**src/sv/sthp_pkg.sv**
```systemverilog
// Shared constants and types for the stereo tight highpass unit.
// No dependencies; imported by stereo_tight_highpass_unit.
package sthp_pkg;

  localparam int SAMPLE_BITS   = 24;
  localparam int TDATA_BITS    = 2 * SAMPLE_BITS;
  localparam int CFG_IDX_BITS  = 2;
  localparam int CFG_DATA_BITS = 18;

  typedef logic [CFG_IDX_BITS-1:0] cfg_idx_t;

  // register indexes
  localparam cfg_idx_t REG_CUTOFF    = 2'd0;
  localparam cfg_idx_t REG_TIGHTNESS = 2'd1;
  localparam cfg_idx_t REG_MIX       = 2'd2;
  localparam cfg_idx_t REG_RATE      = 2'd3;

  // reset values
  localparam logic [15:0] CUTOFF_RST    = 16'd0;
  localparam logic [15:0] TIGHTNESS_RST = 16'd32768;
  localparam logic [16:0] MIX_RST       = 17'd65536;
  localparam logic [17:0] RATE_RST      = 18'd65536;

  // 1.0 in Q16, and ceil(2^17/3) for exact n/3 with n < 2^17
  localparam int unsigned Q16_ONE    = 65536;
  localparam int unsigned DIV3_RECIP = 43691;

endpackage

```
**src/sv/stereo_tight_highpass_unit.sv**
```systemverilog
// Stereo tight highpass: one-pole highpass per channel with level-dependent
// coefficient, ping-pong lowpass states and wet/dry mix. Uses sthp_pkg.
//
// One stereo frame in, one frame out. All arithmetic runs through a single
// 34x18 unsigned multiplier under a step sequencer: six multiplies form the
// coefficient and the tightness offset, then five per channel (offset, gain,
// lowpass update, wet term, dry term). Each multiply passes through an operand
// load and a product register, and s_axis_tready is high only between frames.
// The output register holds the previous result, so a new frame is taken while
// that result still waits for m_axis_tready.
module stereo_tight_highpass_unit (
  input  logic                             clk_i,
  input  logic                             rst_ni,
  // stream in
  input  logic                             s_axis_tvalid,
  output logic                             s_axis_tready,
  input  logic [sthp_pkg::TDATA_BITS-1:0]  s_axis_tdata,  // right_sample (high), left_sample (low)
  // stream out
  output logic                             m_axis_tvalid,
  input  logic                             m_axis_tready,
  output logic [sthp_pkg::TDATA_BITS-1:0]  m_axis_tdata,  // right_out (high), left_out (low)
  // configuration writes
  input  logic                             cfg_we_i,
  input  logic [sthp_pkg::CFG_IDX_BITS-1:0]  cfg_idx_i,
  input  logic [sthp_pkg::CFG_DATA_BITS-1:0] cfg_data_i
);
  import sthp_pkg::*;

  localparam logic [1:0] ST_IDLE = 2'd0;
  localparam logic [1:0] ST_RUN  = 2'd1;
  localparam logic [1:0] ST_DONE = 2'd2;

  // each step uses the previous product and loads the next operands (square has no product to use, sum loads none)
  localparam logic [3:0] STEP_SQUARE  = 4'd0;
  localparam logic [3:0] STEP_CUBE    = 4'd1;
  localparam logic [3:0] STEP_RATE    = 4'd2;
  localparam logic [3:0] STEP_DIV3    = 4'd3;
  localparam logic [3:0] STEP_TSQ     = 4'd4;
  localparam logic [3:0] STEP_COEF    = 4'd5;
  localparam logic [3:0] STEP_OFFSET  = 4'd6;
  localparam logic [3:0] STEP_GAIN    = 4'd7;
  localparam logic [3:0] STEP_LOWPASS = 4'd8;
  localparam logic [3:0] STEP_WET     = 4'd9;
  localparam logic [3:0] STEP_DRY     = 4'd10;
  localparam logic [3:0] STEP_SUM     = 4'd11;

  logic [1:0]  state_q, state_d;
  logic [3:0]  step_q;
  logic        wait_q;
  logic        ch_q;
  logic        use_even_q;
  logic        out_valid_q;

  logic [15:0] cutoff_q;
  logic [15:0] tight_q;
  logic [16:0] mix_q;
  logic [17:0] rate_q;

  logic [31:0] lp_le_q, lp_lo_q, lp_re_q, lp_ro_q;

  logic [SAMPLE_BITS-1:0] xl_q, xr_q, yl_q, yr_q, out_l_q, out_r_q;
  logic [33:0] op_a_q;
  logic [17:0] op_b_q;
  logic [51:0] prod_q;
  logic [33:0] acc_q;
  logic [15:0] td_mag_q;
  logic        tdp_q;
  logic [16:0] coef_q;
  logic [32:0] d_q;
  logic [34:0] y_q;

  logic        in_xfer, out_load, run_step;

  logic [SAMPLE_BITS-1:0] x_cur, x_mag;
  logic [16:0] m16;
  logic [31:0] xs, xs_mag, st_cur, st_new;
  logic [32:0] d_cur, d_mag, r_lp;
  logic [17:0] tq;
  logic        tq_pos;
  logic [16:0] tq_mag, div_n;
  logic [19:0] coef_raw;
  logic [16:0] coef_sat;
  logic [16:0] q_off, off_a, off_sat;
  logic [18:0] off_raw;
  logic [16:0] wet, dry;
  logic [32:0] t_wet;
  logic [31:0] t_dry;
  logic [34:0] term_dry, y_sum;
  logic [26:0] y_sh;
  logic [SAMPLE_BITS-1:0] y_sat;

  assign in_xfer       = s_axis_tvalid && s_axis_tready;
  assign s_axis_tready = (state_q == ST_IDLE);
  assign out_load      = (state_q == ST_DONE) && (!out_valid_q || m_axis_tready);
  assign run_step      = (state_q == ST_RUN) && !wait_q;
  assign m_axis_tvalid = out_valid_q;
  assign m_axis_tdata  = {out_r_q, out_l_q};

  always_comb begin
    // current channel sample and its lowpass state
    x_cur  = ch_q ? xr_q : xl_q;
    x_mag  = x_cur[SAMPLE_BITS-1] ? (~x_cur + 1'b1) : x_cur;
    m16    = x_mag[23:7];
    xs     = {x_cur, 8'd0};
    xs_mag = {x_mag, 8'd0};
    case ({ch_q, use_even_q})
      2'b01:   st_cur = lp_le_q;
      2'b00:   st_cur = lp_lo_q;
      2'b11:   st_cur = lp_re_q;
      default: st_cur = lp_ro_q;
    endcase
    d_cur = {xs[31], xs} - {st_cur[31], st_cur};
    d_mag = d_q[32] ? (~d_q + 1'b1) : d_q;

    // tight = 2*knob - 1 in signed Q16
    tq     = {1'b0, tight_q, 1'b0} - 18'(Q16_ONE);
    tq_pos = !tq[17] && (tq != 18'd0);
    tq_mag = tq[17] ? 17'(~tq + 1'b1) : tq[16:0];
    div_n  = tq_pos ? {tq[15:0], 1'b0} : tq_mag;

    coef_raw = prod_q[51:32];
    coef_sat = (coef_raw > 20'(Q16_ONE)) ? 17'(Q16_ONE) : coef_raw[16:0];

    off_a   = tdp_q ? m16 : (17'(Q16_ONE) - m16);
    q_off   = prod_q[32:16];
    off_raw = tdp_q ? (19'(Q16_ONE) - 19'(td_mag_q) + 19'(q_off))
                    : (19'(Q16_ONE) - 19'(td_mag_q) - 19'(q_off));
    if (off_raw[18]) begin
      off_sat = 17'd0;
    end else if (off_raw > 19'(Q16_ONE)) begin
      off_sat = 17'(Q16_ONE);
    end else begin
      off_sat = off_raw[16:0];
    end

    // lowpass step magnitude never exceeds |xs - lp|
    r_lp   = prod_q[48:16];
    st_new = d_q[32] ? (st_cur - r_lp[31:0]) : (st_cur + r_lp[31:0]);

    wet = (mix_q > 17'(Q16_ONE)) ? 17'(Q16_ONE) : mix_q;
    dry = 17'(Q16_ONE) - wet;

    t_wet    = prod_q[48:16];
    t_dry    = prod_q[47:16];
    term_dry = xs[31] ? (~35'(t_dry) + 1'b1) : 35'(t_dry);
    y_sum    = y_q + term_dry;
    y_sh     = y_sum[34:8];
    if (y_sh[26:23] == {4{y_sh[23]}}) begin
      y_sat = y_sh[23:0];
    end else begin
      y_sat = y_sh[26] ? {1'b1, {(SAMPLE_BITS-1){1'b0}}} : {1'b0, {(SAMPLE_BITS-1){1'b1}}};
    end
  end

  always_comb begin
    state_d = state_q;
    case (state_q)
      ST_IDLE: begin
        if (s_axis_tvalid) state_d = ST_RUN;
      end
      ST_RUN: begin
        if (run_step && step_q == STEP_SUM && ch_q) state_d = ST_DONE;
      end
      ST_DONE: begin
        if (out_load) state_d = ST_IDLE;
      end
      default: state_d = ST_IDLE;
    endcase
  end

  always_ff @(posedge clk_i or negedge rst_ni) begin
    if (!rst_ni) begin
      state_q     <= ST_IDLE;
      step_q      <= STEP_SQUARE;
      wait_q      <= 1'b0;
      ch_q        <= 1'b0;
      use_even_q  <= 1'b1;
      out_valid_q <= 1'b0;
      cutoff_q    <= CUTOFF_RST;
      tight_q     <= TIGHTNESS_RST;
      mix_q       <= MIX_RST;
      rate_q      <= RATE_RST;
      lp_le_q     <= '0;
      lp_lo_q     <= '0;
      lp_re_q     <= '0;
      lp_ro_q     <= '0;
    end else begin
      state_q <= state_d;

      if (cfg_we_i) begin
        case (cfg_idx_i)
          REG_CUTOFF:    cutoff_q <= cfg_data_i[15:0];
          REG_TIGHTNESS: tight_q  <= cfg_data_i[15:0];
          REG_MIX:       mix_q    <= cfg_data_i[16:0];
          REG_RATE:      rate_q   <= cfg_data_i;
          default: ;
        endcase
      end

      if (out_load) begin
        out_valid_q <= 1'b1;
      end else if (m_axis_tready) begin
        out_valid_q <= 1'b0;
      end

      if (in_xfer) begin
        step_q <= STEP_SQUARE;
        wait_q <= 1'b0;
        ch_q   <= 1'b0;
      end else if (state_q == ST_RUN) begin
        if (wait_q) begin
          wait_q <= 1'b0;
        end else begin
          // nothing loaded at the sum step, so no product to wait for
          wait_q <= (step_q != STEP_SUM);
          if (step_q == STEP_SUM && !ch_q) begin
            ch_q   <= 1'b1;
            step_q <= STEP_OFFSET;
          end else begin
            step_q <= step_q + 4'd1;
          end
          if (step_q == STEP_WET) begin
            case ({ch_q, use_even_q})
              2'b01:   lp_le_q <= st_new;
              2'b00:   lp_lo_q <= st_new;
              2'b11:   lp_re_q <= st_new;
              default: lp_ro_q <= st_new;
            endcase
          end
          if (step_q == STEP_SUM && ch_q) begin
            use_even_q <= !use_even_q;
          end
        end
      end
    end
  end

  always_ff @(posedge clk_i) begin
    prod_q <= 52'(op_a_q) * 52'(op_b_q);

    if (in_xfer) begin
      xl_q <= s_axis_tdata[SAMPLE_BITS-1:0];
      xr_q <= s_axis_tdata[TDATA_BITS-1:SAMPLE_BITS];
    end

    if (out_load) begin
      out_l_q <= yl_q;
      out_r_q <= yr_q;
    end

    if (run_step) begin
      case (step_q)
        STEP_SQUARE: begin
          op_a_q <= 34'(cutoff_q);
          op_b_q <= 18'(cutoff_q);
        end
        STEP_CUBE: begin
          op_a_q <= 34'(prod_q[31:0]);
          op_b_q <= 18'(cutoff_q);
        end
        STEP_RATE: begin
          op_a_q <= 34'(prod_q[47:16]);
          op_b_q <= rate_q;
        end
        STEP_DIV3: begin
          acc_q  <= prod_q[49:16];
          op_a_q <= 34'(div_n);
          op_b_q <= 18'(DIV3_RECIP);
        end
        STEP_TSQ: begin
          td_mag_q <= prod_q[32:17];
          tdp_q    <= tq_pos;
          op_a_q   <= 34'(tq_mag);
          op_b_q   <= 18'(tq_mag);
        end
        STEP_COEF: begin
          op_a_q <= acc_q;
          op_b_q <= 18'(Q16_ONE) + 18'(prod_q[32:16]);
        end
        STEP_OFFSET: begin
          // second channel enters here with an unrelated product
          if (!ch_q) coef_q <= coef_sat;
          d_q    <= d_cur;
          op_a_q <= 34'(off_a);
          op_b_q <= 18'(td_mag_q);
        end
        STEP_GAIN: begin
          op_a_q <= 34'(off_sat);
          op_b_q <= 18'(coef_q);
        end
        STEP_LOWPASS: begin
          op_a_q <= 34'(d_mag);
          op_b_q <= 18'(prod_q[32:16]);
        end
        STEP_WET: begin
          // |xs - new lp| = |d| - r, sign follows d
          op_a_q <= 34'(d_mag - r_lp);
          op_b_q <= 18'(wet);
        end
        STEP_DRY: begin
          y_q    <= d_q[32] ? (~35'(t_wet) + 1'b1) : 35'(t_wet);
          op_a_q <= 34'(xs_mag);
          op_b_q <= 18'(dry);
        end
        STEP_SUM: begin
          if (ch_q) begin
            yr_q <= y_sat;
          end else begin
            yl_q <= y_sat;
          end
        end
        default: ;
      endcase
    end
  end

endmodule
```
**config.mk**
```make
export PLATFORM = sky130hd
export DESIGN_NAME = stereo_tight_highpass_unit
export DESIGN_NICKNAME = d
export VERILOG_FILES = /design/src/sv/sthp_pkg.sv /design/src/sv/stereo_tight_highpass_unit.sv
export SDC_FILE = /design/constraint.sdc
export NUM_CORES = 2
export LEC_CHECK = 0
export BUFFER_PORTS_ARGS = -buffer_cell sky130_fd_sc_hd__buf_2
export CAP_MARGIN = 10
export CORE_MARGIN = 5
export CORE_UTILIZATION = 55
export CTS_CLUSTER_DIAMETER = 150
export DETAILED_ROUTE_END_ITERATION = 16
export GPL_TIMING_DRIVEN = 1
export HOLD_SLACK_MARGIN = 0.02
export PLACE_DENSITY_LB_ADDON = 0.2
export SKIP_CTS_REPAIR_TIMING = 1
export SLEW_MARGIN = 10
export SYNTH_ARGS = -nofsm -noshare
export SYNTH_HDL_FRONTEND = slang
export SYNTH_SLANG_ARGS = --single-unit
```
**constraint.sdc**
```tcl
create_clock -name clk_i -period 7.61 [get_ports clk_i]
set_clock_uncertainty 0.1 [all_clocks]
set_input_delay 1.522 -clock clk_i [delete_from_list [all_inputs] [get_ports clk_i]]
set_output_delay 1.522 -clock clk_i [all_outputs]
set_load 0.01 [all_outputs]
```
Word-level counts from Yosys, hierarchy flattened
Index checks and enable logic that the tools add are counted.

operators by class
  multipliers = 1
  $lt $le $gt $ge = 3
  eq/ne operators = 24
  reductions and logical operators = 47
  add/subtract/negate cells = 18
  bitwise operators = 9
  multiplexer cells = 35

operator list
  kind                                                                                number
  34-bit case mux with 11 select lines                                                1
  18-bit case mux with 10 select lines                                                1
  17-bit two-way mux                                                                  6
  24-bit two-way mux                                                                  4
  32-bit case mux with 3 select lines                                                 1
  35-bit by 1-bit adder with 35-bit output (second input constant)                    2
  33-bit two-way mux                                                                  2
  34-bit by 18-bit multiplier with 52-bit output                                      1
  35-bit adder                                                                        1
  35-bit two-way mux                                                                  1
  32-bit NOT with 35-bit output                                                       1
  33-bit NOT with 35-bit output                                                       1
  17-bit subtractor (first input constant)                                            2
  33-bit by 33-bit subtractor with 34-bit output                                      1
  33-bit by 1-bit adder with 33-bit output (second input constant)                    1
  33-bit NOT                                                                          1
  32-bit by 32-bit subtractor with 33-bit output                                      1
  32-bit adder                                                                        1
  32-bit two-way mux                                                                  1
  32-bit subtractor                                                                   1
  24-bit by 1-bit adder with 24-bit output (second input constant)                    1
  24-bit NOT                                                                          1
  2-bit AND reduction                                                                 11
  20-bit by 17-bit greater-than comparator with 1-bit output (second input constant)  1
  other kinds (40)                                                                    92

word-level totals
  bits in registers = 589
  word-level logic and storage cells = 167

Logic depth before layout (Yosys ltp)
  depth in word-level cells = 7
  depth in mapped cells = 25

Least setup slack after synthesis
OpenSTA, ideal clock, no wires.

  path kind = reg-to-reg
  start point = register op_b_q[9]
  end point = register prod_q[48]
  setup slack = 1118 ps
  data required time = 7374 ps
  cell stages (with the launch flop) = 26
  period minus slack after synthesis = 6492 ps
  arrival = 6256 ps
  library setup time = 136 ps
  buffers on the path = 2
  path through = edfxtp_1 clkbuf_1 clkbuf_1 nand2_1 fa_1 inv_1 fa_1 inv_1 fa_1 inv_1 fa_1 fa_1 inv_1 fa_1 inv_1 ha_1 and4_1 and2_1 nand2_1 nor3_1 o2111ai_1 o21a_1 o21ai_0 a21oi_1 o41ai_1 xor2_1

on the way
  word-level cells in the longest chain between the ends = 1

RTL lines
  what                                            RTL line                           text
  start, declared                                 stereo_tight_highpass_unit.sv:63   logic [17:0] op_b_q;
  start signal, assigned                          stereo_tight_highpass_unit.sv:255  op_b_q <= 18'(cutoff_q);
  start signal, assigned                          stereo_tight_highpass_unit.sv:259  op_b_q <= 18'(cutoff_q);
  start signal, assigned                          stereo_tight_highpass_unit.sv:263  op_b_q <= rate_q;
  34-bit by 18-bit multiplier with 52-bit output  stereo_tight_highpass_unit.sv:239  prod_q <= 52'(op_a_q) * 52'(op_b_q);
  end signal, assigned                            stereo_tight_highpass_unit.sv:239
  end, declared                                   stereo_tight_highpass_unit.sv:64   logic [51:0] prod_q;

No other way between the ends.
A chain may end at the register's enable or synchronous reset.

Final worst setup path
  start point = register op_b_q[14]
  end point = register prod_q[49]

Same word-level chain as after synthesis.

==> flow_summary.ini <==
[job]
max_cap_violations = 0

[placement]
numPortBuffers = 122
dp_hpwl_um = 131000
gp_congestion = 1.08
dpl_worst_slack_ns = 0.361
place_inst = 6849

[logic_synthesis]
synthCells = 5607
yosysUniqueCellTypes = 97
yosys.area.top_type = fa_1
synthTopCellsByCount = inv_1, nand2_1, fa_1
synth_edf_count = 332
synthArstFlopShare_pct = 34.8
synth_flop_cell = edfxtp_1
synth_nets = 6490
netlist_area_um2 = 53800
yosys_warnings = 0
postSynthAreaPerCell_um2 = 9.60
netlist.area_leader.share_pct = 19.2
seq_area_frac_synth_pct = 30.0
ys_seq_elements = 589
synth_area_leaders = fa_1, edfxtp_1, dfrtp_1
yosysMostFrequentCell = inv_1

[cts]
clk_latency_ns = 0.65
cts_made_buffers = 69
tritoncts = done
clock_sinks = 589
cts_buffer_depth = 3
cts-root-buf = clkbuf_16
path_clk_slew_ns = 0.06
htreeDepth = 3

[worst_setup_path]
cp_slowest_stage_delay_ns = 0.61
worstPathRequired_ns = 8.09
cp_top_family = adder cells
critPathArrivalTime_ns = 7.74
path_buf_inv = 5
crit_fanout = 16
start_kind = register
crit_type = register to register
critPathSlowestCell = fa_1
cp.depth = 22
worst_setup_path_end_kind = register
crit_top_cell = fa_1
crit_chain = buf_4 > buf_4 > nand2_1 > fa_1 > inv_1 > fa_1 > fa_1 > fa_1 > fa_1 > inv_1 > fa_1 > inv_1 > ha_1 > and3_1 > and3_1 > and3_1 > o21ai_0 > a31oi_1 > o21ai_0 > o2bb2ai_1 > or4_1 > a21oi_1
r2r_cells = 22

[die]
dieArea_um2 = 104000
num_io_pins = 123
die_height_um = 323
fp.dieW_um = 323
std_cell_rows = 114
start_util_pct = 55.6
coreArea_um2 = 96900

[timing]
fin_ws_ns = 0.350
layout_min_cycle_time_ns = 7.26
worstMarginPinSlew_ns = 1.20
period_share_pct = 95.4
relSlewSlack_pct = 19.9
tns_ns = 0
rsz0062_at_grt = false
whs_ns = 0.313
maxSlewViolCount = 0
hold_violations = 0
fmax_mhz = 138
setup_violations = 0

[detailed_routing]
vias_per_cell = 6.05
ant_nets = 0
drc = 0
drt-total-wl_um = 167000
wl_per_cell_um = 23.9
drt_iter0_drc = 5218
vias = 42231
drtPass1Iterations = 10

[finish]
fillers = 8279
multi_input_area_um2 = 34000
nNetsFinal = 6529
area_growth_pct = 8.21
instances_no_fill = 6985
ff_latch_area_um2 = 16100
drive_gt1_share_pct = 9.61

[run_status]
status = complete, no violations

[global_routing]
antenna_found_initial = 15
grtUsageTotal_pct = 32.2
grt_max_degree = 100
grt_pass1_wl_um = 257000
grt_pass1_vias = 41843
grt_overflow_total = 0

[hold_path]
hold_class = register to register
holdPathStages = 0
-- metrics by stage --
step                util (%)  cell area (um2)
global route            60.1            58200
finish                  60.1            58200
detailed placement      57.7            55900
global placement        57.7            55900
floorplan                  -            53800
CTS                     60.1            58200
-- state kept, by name, indices dropped and copies added (netlist names), 24 cells and up --
register / flops
prod_q: 52
y_q: 35
acc_q: 34
op_a_q: 34
d_q: 33
lp_le_q: 32
lp_lo_q: 32
lp_re_q: 32
lp_ro_q: 32
out_l_q: 24
out_r_q: 24
xl_q: 24
xr_q: 24
yl_q: 24
yr_q: 24
-- area by class of cell --
class / count / area share, %
clock buffers: 90 / 3.24
diodes: 8 / 0.0344
clock inverters: 36 / 0.681
inverters: 718 / 4.63
multi-input cells: 4023 / 58.3
well taps: 1276 / 2.74
repair buffers: 245 / 2.64
flip-flops and latches: 589 / 27.7
-- cells by family after synthesis --
kind of cell	Yosys count	share of synthesized area (%)
AOI/OAI and AO/OA	1036	12.6
xor gates and xnor gates	336	5.50
adders and majority gates	810	26.0
buffers and inverters	995	7.04
DFF	589	30.0
muxes	162	4.00
and+or+nand+nor	1679	14.8
-- worst paths after layout --
check / start / end / slack (ns)
worst max-delay path: op_b_q[14] / prod_q[49] / 0.35
worst min-delay path: yl_q[6] / out_l_q[6] / 0.31
worst max register to register: op_b_q[14] / prod_q[49] / 0.35
worst min register to register: yl_q[6] / out_l_q[6] / 0.31
max in group asynchronous: rst_ni / mix_q[12] / 5.10
min in group asynchronous: rst_ni / lp_lo_q[10] / 0.85
-- cell usage in the layout, fill, tap and decap left out, types with 36 or more instances in the layout --
master,n
mux2_2,91
dfxtp_1,52
nand2_1,710
and2_1,253
nand2b_1,41
buf_2,121
dfrtp_1,200
a21oi_1,230
xor2_1,69
nor3_1,83
clkbuf_16,69
fa_1,516
o21ai_0,300
buf_4,122
o21a_1,51
nand3_1,79
nor2b_1,49
inv_1,715
mux2i_1,36
a21o_1,95
nor2_1,268
edfxtp_1,332
xnor2_1,266
ha_1,294
-- metal layers --
metal	global-route usage [%]	up-vias	routed length, um
li1	-	18922	-
met1	45.8	20659	68800
met2	48.2	2200	71600
met3	7.58	440	17800
met4	12.6	10	8320
met5	0	-	58
Power is left out: the tool's default activity adds up to more than one toggle a clock period on the data nets, which glitch-free logic cannot reach.
